===== src/hdl/mrta_pkg.sv =====
// Shared types and codes for the mesh route traffic accumulator.
// No dependencies; imported by mesh_route_traffic_accumulator.
`timescale 1ns / 1ps
`default_nettype none

package mrta_pkg;

  localparam int KIND_W  = 2;
  localparam int COORD_W = 3;
  localparam int PKT_W   = 16;
  localparam int LOAD_W  = 32;
  localparam int CFG_W   = 4;
  localparam int SIZE_W  = 7;   // holds sizes up to 127

  typedef logic [KIND_W-1:0]  kind_t;
  typedef logic [COORD_W-1:0] coord_t;
  typedef logic [PKT_W-1:0]   pkt_t;
  typedef logic [LOAD_W-1:0]  load_t;
  typedef logic [CFG_W-1:0]   cfg_data_t;
  typedef logic [SIZE_W-1:0]  size_t;

  localparam kind_t KIND_CLEAR = 2'd0;
  localparam kind_t KIND_ROUTE = 2'd1;
  localparam kind_t KIND_READ  = 2'd2;

  localparam logic REG_MESH_ROWS = 1'b0;
  localparam logic REG_MESH_COLS = 1'b1;

  localparam cfg_data_t MESH_SIZE_RST = 4'd8;

endpackage

`default_nettype wire


===== src/hdl/mesh_route_traffic_accumulator.sv =====
// Per-node packet-load counters for a 2D mesh with dimension-ordered route walk.
// Depends on mrta_pkg; holds the load store as an internal memory.
`timescale 1ns / 1ps
`default_nettype none

// One request is taken when start is high and busy is low; busy stays high
// until the request is finished. A route request visits each node of its path
// with a read step and a saturating add-and-write step on the single load
// store. A read request passes through a store read step and then an output
// step that shows its load for one cycle with out_valid high; the receiver
// cannot stall, so it must take the value then. A clear request, and reset,
// sweep all MAX_ROWS*MAX_COLS entries (64 by default), one per cycle, with
// busy high. A route request with an endpoint outside the mesh in use finishes
// at once; a read outside it still passes through both steps and returns
// load 0; kind 3 is dropped at once.
module mesh_route_traffic_accumulator
  import mrta_pkg::*;
#(
  parameter int MAX_ROWS = 8,
  parameter int MAX_COLS = 8
) (
  input  wire logic      clk,
  input  wire logic      rst_n,
  input  wire logic      start,
  output logic           busy,
  input  wire kind_t     in_kind,
  input  wire coord_t    in_src_row,
  input  wire coord_t    in_src_col,
  input  wire coord_t    in_dst_row,
  input  wire coord_t    in_dst_col,
  input  wire pkt_t      in_packets,
  output logic           out_valid,
  output load_t          out_load,
  input  wire logic      cfg_we,
  input  wire logic      cfg_index,
  input  wire cfg_data_t cfg_wdata
);

  localparam int DEPTH  = MAX_ROWS * MAX_COLS;
  localparam int ADDR_W = (DEPTH > 1) ? $clog2(DEPTH) : 1;

  localparam logic [2:0] S_IDLE = 3'd0;
  localparam logic [2:0] S_CLR  = 3'd1;
  localparam logic [2:0] S_RD   = 3'd2;
  localparam logic [2:0] S_WR   = 3'd3;
  localparam logic [2:0] S_OUT  = 3'd4;

  logic [2:0]        state_r, state_nxt;
  cfg_data_t         rows_cfg_r, cols_cfg_r;
  logic [ADDR_W-1:0] clr_cnt_r, clr_cnt_nxt;
  coord_t            cur_row_r, cur_row_nxt;
  coord_t            cur_col_r, cur_col_nxt;
  coord_t            dst_row_r, dst_row_nxt;
  coord_t            dst_col_r, dst_col_nxt;
  pkt_t              pkt_r, pkt_nxt;
  logic              oob_r, oob_nxt;
  logic              is_read_r;
  load_t             rd_data_r;

  load_t             mem [0:DEPTH-1];

  size_t             rows_lim, cols_lim;
  logic              accept;
  logic              src_in, dst_in;
  logic [ADDR_W-1:0] node_addr;
  logic [LOAD_W:0]   sum;
  load_t             sat_sum;
  logic              mem_we;
  logic [ADDR_W-1:0] mem_waddr;
  load_t             mem_wdata;

  // Clamp mesh size registers into 1..MAX.
  always_comb begin
    if (rows_cfg_r == '0) begin
      rows_lim = size_t'(1);
    end else if (size_t'(rows_cfg_r) > size_t'(MAX_ROWS)) begin
      rows_lim = size_t'(MAX_ROWS);
    end else begin
      rows_lim = size_t'(rows_cfg_r);
    end
    if (cols_cfg_r == '0) begin
      cols_lim = size_t'(1);
    end else if (size_t'(cols_cfg_r) > size_t'(MAX_COLS)) begin
      cols_lim = size_t'(MAX_COLS);
    end else begin
      cols_lim = size_t'(cols_cfg_r);
    end
  end

  assign accept = start && !busy;
  assign src_in = (size_t'(in_src_row) < rows_lim) && (size_t'(in_src_col) < cols_lim);
  assign dst_in = (size_t'(in_dst_row) < rows_lim) && (size_t'(in_dst_col) < cols_lim);

  assign node_addr = ADDR_W'(32'(cur_row_r) * 32'(MAX_COLS) + 32'(cur_col_r));

  // Saturating adder for the route add-and-write
  assign sum     = {1'b0, rd_data_r} + (LOAD_W + 1)'(pkt_r);
  assign sat_sum = sum[LOAD_W] ? '1 : sum[LOAD_W-1:0];

  assign mem_we    = (state_r == S_CLR) || (state_r == S_WR);
  assign mem_waddr = (state_r == S_CLR) ? clr_cnt_r : node_addr;
  assign mem_wdata = (state_r == S_CLR) ? '0 : sat_sum;

  always_comb begin
    state_nxt   = state_r;
    clr_cnt_nxt = clr_cnt_r;
    cur_row_nxt = cur_row_r;
    cur_col_nxt = cur_col_r;
    dst_row_nxt = dst_row_r;
    dst_col_nxt = dst_col_r;
    pkt_nxt     = pkt_r;
    oob_nxt     = oob_r;
    case (state_r)
      S_IDLE: begin
        if (accept) begin
          cur_row_nxt = in_src_row;
          cur_col_nxt = in_src_col;
          dst_row_nxt = in_dst_row;
          dst_col_nxt = in_dst_col;
          pkt_nxt     = in_packets;
          oob_nxt     = !src_in;
          case (in_kind)
            KIND_CLEAR: begin
              clr_cnt_nxt = '0;
              state_nxt   = S_CLR;
            end
            KIND_ROUTE: begin
              if (src_in && dst_in) begin
                state_nxt = S_RD;
              end
            end
            // a read goes through the read cycle before the output cycle
            KIND_READ: begin
              state_nxt = S_RD;
            end
            default: begin
              state_nxt = S_IDLE;
            end
          endcase
        end
      end
      S_CLR: begin
        clr_cnt_nxt = clr_cnt_r + 1'b1;
        if (clr_cnt_r == ADDR_W'(DEPTH - 1)) begin
          state_nxt = S_IDLE;
        end
      end
      S_RD: begin
        state_nxt = is_read_r ? S_OUT : S_WR;
      end
      S_WR: begin
        // advance along the column leg first, then the row leg; drop when done
        state_nxt = S_RD;
        if (cur_col_r != dst_col_r) begin
          cur_col_nxt = (cur_col_r < dst_col_r) ? cur_col_r + 1'b1 : cur_col_r - 1'b1;
        end else if (cur_row_r != dst_row_r) begin
          cur_row_nxt = (cur_row_r < dst_row_r) ? cur_row_r + 1'b1 : cur_row_r - 1'b1;
        end else begin
          state_nxt = S_IDLE;
        end
      end
      S_OUT: begin
        state_nxt = S_IDLE;
      end
      default: begin
        state_nxt = S_IDLE;
      end
    endcase
  end

  always_ff @(posedge clk) begin
    if (!rst_n) begin
      state_r    <= S_CLR;
      clr_cnt_r  <= '0;
      rows_cfg_r <= MESH_SIZE_RST;
      cols_cfg_r <= MESH_SIZE_RST;
      oob_r      <= 1'b0;
      is_read_r  <= 1'b0;
    end else begin
      state_r   <= state_nxt;
      clr_cnt_r <= clr_cnt_nxt;
      oob_r     <= oob_nxt;
      if (state_r == S_IDLE && accept) begin
        is_read_r <= (in_kind == KIND_READ);
      end
      if (cfg_we) begin
        case (cfg_index)
          REG_MESH_ROWS: rows_cfg_r <= cfg_wdata;
          REG_MESH_COLS: cols_cfg_r <= cfg_wdata;
          default: begin
            rows_cfg_r <= rows_cfg_r;
          end
        endcase
      end
    end
  end

  always_ff @(posedge clk) begin
    cur_row_r <= cur_row_nxt;
    cur_col_r <= cur_col_nxt;
    dst_row_r <= dst_row_nxt;
    dst_col_r <= dst_col_nxt;
    pkt_r     <= pkt_nxt;
  end

  // Load store: one write port, one registered read port
  always_ff @(posedge clk) begin
    if (mem_we) begin
      mem[mem_waddr] <= mem_wdata;
    end
    if (state_r == S_RD) begin
      rd_data_r <= mem[node_addr];
    end
  end

  assign busy      = (state_r != S_IDLE);
  assign out_valid = (state_r == S_OUT);
  assign out_load  = oob_r ? '0 : rd_data_r;

  a_strobe_single : assert property (@(posedge clk) disable iff (!rst_n)
    out_valid |=> !out_valid)
    else $error("result strobe longer than one cycle");

  a_strobe_after_read : assert property (@(posedge clk) disable iff (!rst_n)
    out_valid |-> $past(state_r) == S_RD)
    else $error("result shown without a store read");

  a_read_busy : assert property (@(posedge clk) disable iff (!rst_n)
    (accept && in_kind == KIND_READ) |=> busy ##1 out_valid)
    else $error("read request did not return its load");

  a_write_in_range : assert property (@(posedge clk) disable iff (!rst_n)
    (state_r == S_WR) |-> (32'(node_addr) < DEPTH))
    else $error("route write outside the store");

endmodule

`default_nettype wire


===== config.mk =====
export PLATFORM = sky130hd
export DESIGN_NAME = mesh_route_traffic_accumulator
export DESIGN_NICKNAME = d
export VERILOG_FILES = /design/src/hdl/mrta_pkg.sv /design/src/hdl/mesh_route_traffic_accumulator.sv
export SDC_FILE = /design/constraint.sdc
export NUM_CORES = 2
export LEC_CHECK = 0
export ABC_AREA = 1
export BUFFER_PORTS_ARGS = -buffer_cell sky130_fd_sc_hd__buf_4
export CAP_MARGIN = 20
export CORE_ASPECT_RATIO = 1.5
export CORE_MARGIN = 2
export CORE_UTILIZATION = 35
export DETAILED_ROUTE_END_ITERATION = 16
export SETUP_SLACK_MARGIN = 0.3
export SYNTH_ARGS = -nofsm -noshare
export SYNTH_HDL_FRONTEND = slang
export SYNTH_SLANG_ARGS = --single-unit

===== constraint.sdc =====
create_clock -name clk -period 6.4 [get_ports clk]
set_input_delay 0.64 -clock clk [delete_from_list [all_inputs] [get_ports clk]]
set_output_delay 0.64 -clock clk [all_outputs]
set_load 0.01 [all_outputs]

==> metrics.txt <==
status complete, no violations; TNS Setup 0 ns; largest net degree at the start of global routing ~170; post-route ant nets 0; max_cap viols 0; gp weighted congestion roughly 0.87; Pint between 20 and 25 mW; FP Rows approximately 220; period utilization between 70 and 80%; DRT Wirelength 266000 µm; min Tclk post-route between 4 and 5 ns; Routed WL per cell 24.6 µm; Final Net Count roughly 7500; Bufs on Longest Clock Path 4; CP Capture Type flop; sequential power share ~57%; first-iteration detailed-routing DRC count approximately 6700; CP peak stage delay between 1 and 1.5 ns; die area 253000 µm²; I/O Buffers 72; Via density ~5.4; critical path type reg2reg; I/O pin count 73; initial core utilization 35.2%; Worst slew margin about a quarter; Critical-path top delay cell nor2_4; H-tree depth 4; Resized Gates After CTS 0; path type of the worst min-delay path in2reg; Net Sw Frac approximately a fifth; NetSw 5.22 mW; GRT Total Usage between 20% and 30%; final setup fails 0; CP Cell Sequence inv_1, nand2_2, nor2_4, buf_4, nand2_1, o21ai_2, nand4_1, nor2_4, buf_4; Die Y-Extent around 620 µm; drc violations 0; fin worst setup slack ~1.9 ns; Critical Path Fanout Max 23; core area about 250000 µm²; Final Hold Viols 0; DR vias between 50000 and 60000; delay-heaviest family, CP simple AND/OR/NAND/NOR gates; #FFs+latches synth 2127; CTS tree yes; syn_area_per_cell ~12 µm²; vias in the first global route between 50000 and 60000; mapped cell area about 87000 µm²; VDD IR max between 0.2 and 0.3 mV; drt first pass iters 6; multi-input logic area 21200 µm²; crit path buf inv count 3; Setup crit start kind flop; fmax between 200 and 250 MHz; CP Data Required Time just under 7 ns; Yosys Warn Count 0; register area share after synthesis between 70% and 80%; first-pass GRT wire length between 300000 and 400000 µm; most frequent cells in the layout edfxtp_1 (2108), nand2_1 (1984), nand3_1 (1544); post-synth cell types 38; fillers around 23000; area grow syn2layout 12.8%; layout cells sized above 1 roughly 8.4%; combinational power share less than 1%; register area between 60000 and 70000 µm²; Die W slightly above 400 µm; Clock Sinks about 2100; Power Density about 270 nW/µm²; worst slew pin tran 1.15 ns; Num CTS Buffers 185; clk_lat worst skew roughly 0.85 ns; Slew Limit Fails 0; Mapped Cells 7379; Worst Path Arrival around 5 ns; Clk network pwr share between 40% and 50%; Worst-path clk slew around 0.07 ns; most common cell after layout, fill and taps aside edfxtp_1; RSZ-0062 raised after global routing no; total congestion overflow 0; P_leak between 30 and 40 nW; Post-DP HPWL 142000 µm; initial antenna violation count 6; Synth Net Count between 7000 and 8000; pre-CTS WS 1.96 ns; Root Driver clkbuf_16; setup skew after layout 0.0518 ns
flip-flops by register name, indices dropped and copies added, names as in the netlist:
name / count
clr_cnt_r: 6
cols_cfg_r: 4
cur_col_r: 3
cur_row_r: 3
dst_col_r: 3
dst_row_r: 3
is_read_r: 1
mem: 2048
oob_r: 1
pkt_r: 16
rd_data_r: 32
rows_cfg_r: 4
state_r: 3
Yosys cell counts (all sizes together):
master	n	area [µm²]
o21a	1	7.51
nor2	343	1290
dfxtp	19	380
o211ai	2	15.0
fa	3	60.1
a21oi	152	761
nand4	13	93.8
ha	35	438
nand3	1546	7740
buf	263	1320
edfxtp	2108	63300
o22ai	96	601
a21boi	1	7.51
and2	3	18.8
nor3b	1	7.51
inv	240	901
clkbuf	198	743
xnor2	14	123
o311ai	1	8.76
nor3	11	55.1
nand2	1985	7450
xor2	5	43.8
o21bai	4	30.0
clkinv	2	7.51
nand3b	3	22.5
nor4	9	56.3
o21ai	321	1630
worst reg2reg max path, delay by kind of cell (launching register included):
family,cells,cell delay [ns]
AOI/OAI and AO/OA,1,0.29
buffers and inverters,3,1.04
DFF,1,0.32
and+or+nand+nor,5,2.54
power by group through the flow:
| stage | clock [mW] | sequential [mW] | combinational (mW) |
|---|---|---|---|
| floorplan | 0 | 15.5 | 0.0869 |
| global placement | 0 | 15.5 | 0.184 |
| detailed placement | 0 | 15.5 | 0.187 |
| CTS | 11.2 | 15.2 | 0.199 |
| global route | 11.7 | 15.2 | 0.212 |
| finish | 11.1 | 15.2 | 0.197 |
cells by family after synthesis:
logic type      count (synthesis)  share of synthesized area [%]
buf+inv                       703                           3.41
simple gates                 3914                           19.2
compound gates                578                           3.52
xor+xnor                       19                          0.191
fa+ha+maj                      38                          0.572
flops                        2127                           73.1
cell type report:
type                            instances  share of cell area (%)
Tap cell                             3277                    4.17
Clock inverter                        110                   0.985
Timing Repair Buffer                  278                    2.60
Clock buffer                          218                    4.90
Sequential cell                      2127                    64.8
Inverter                              242                   0.953
Antenna cell                            3                 0.00764
Multi-Input combinational cell       4549                    21.6
layer usage:
metal / vias up / share of wire [%] / GRT usage [%]
met5: - / 0 / 0
met4: 0 / 5.9 / 10.8
met3: 618 / 7.6 / 2.29
met2: 2874 / 49 / 34.8
met1: 28900 / 38 / 25.6
li1: 26100 / - / -
per-stage QoR:
step	hold WS, ns	total power, mW	util, %	instances	cell area (µm²)
floorplan	0.424	15.6	-	7379	87100
global placement	0.448	15.7	37.2	10400	92100
detailed placement	0.463	15.7	37.2	10400	92200
CTS	0.0115	26.6	39.6	10800	98200
global route	0.0517	27.1	39.6	10800	98200
finish	0.0509	26.5	39.6	10800	98200
final timing paths:
kind	from	endpoint	slack, ns	depth (start not counted)
setup / recovery	state_r[2]$_SDFFE_PN0P_	mem[20][17]$_DFFE_PP_	1.85	9
hold / removal	cfg_wdata[3]	rows_cfg_r[3]$_SDFFE_PN1P_	0.05	3
setup reg to reg	state_r[2]$_SDFFE_PN0P_	mem[20][17]$_DFFE_PP_	1.85	9
hold reg to reg	cols_cfg_r[0]$_SDFFE_PN0P_	cols_cfg_r[0]$_SDFFE_PN0P_	0.47	2
repair_timing:
action,in CTS,in global routing
buffers inserted,0,0
hold buffers,22,0
hold endpoints to repair,22,0
No activity file was read; power rests on OpenSTA's default activity.
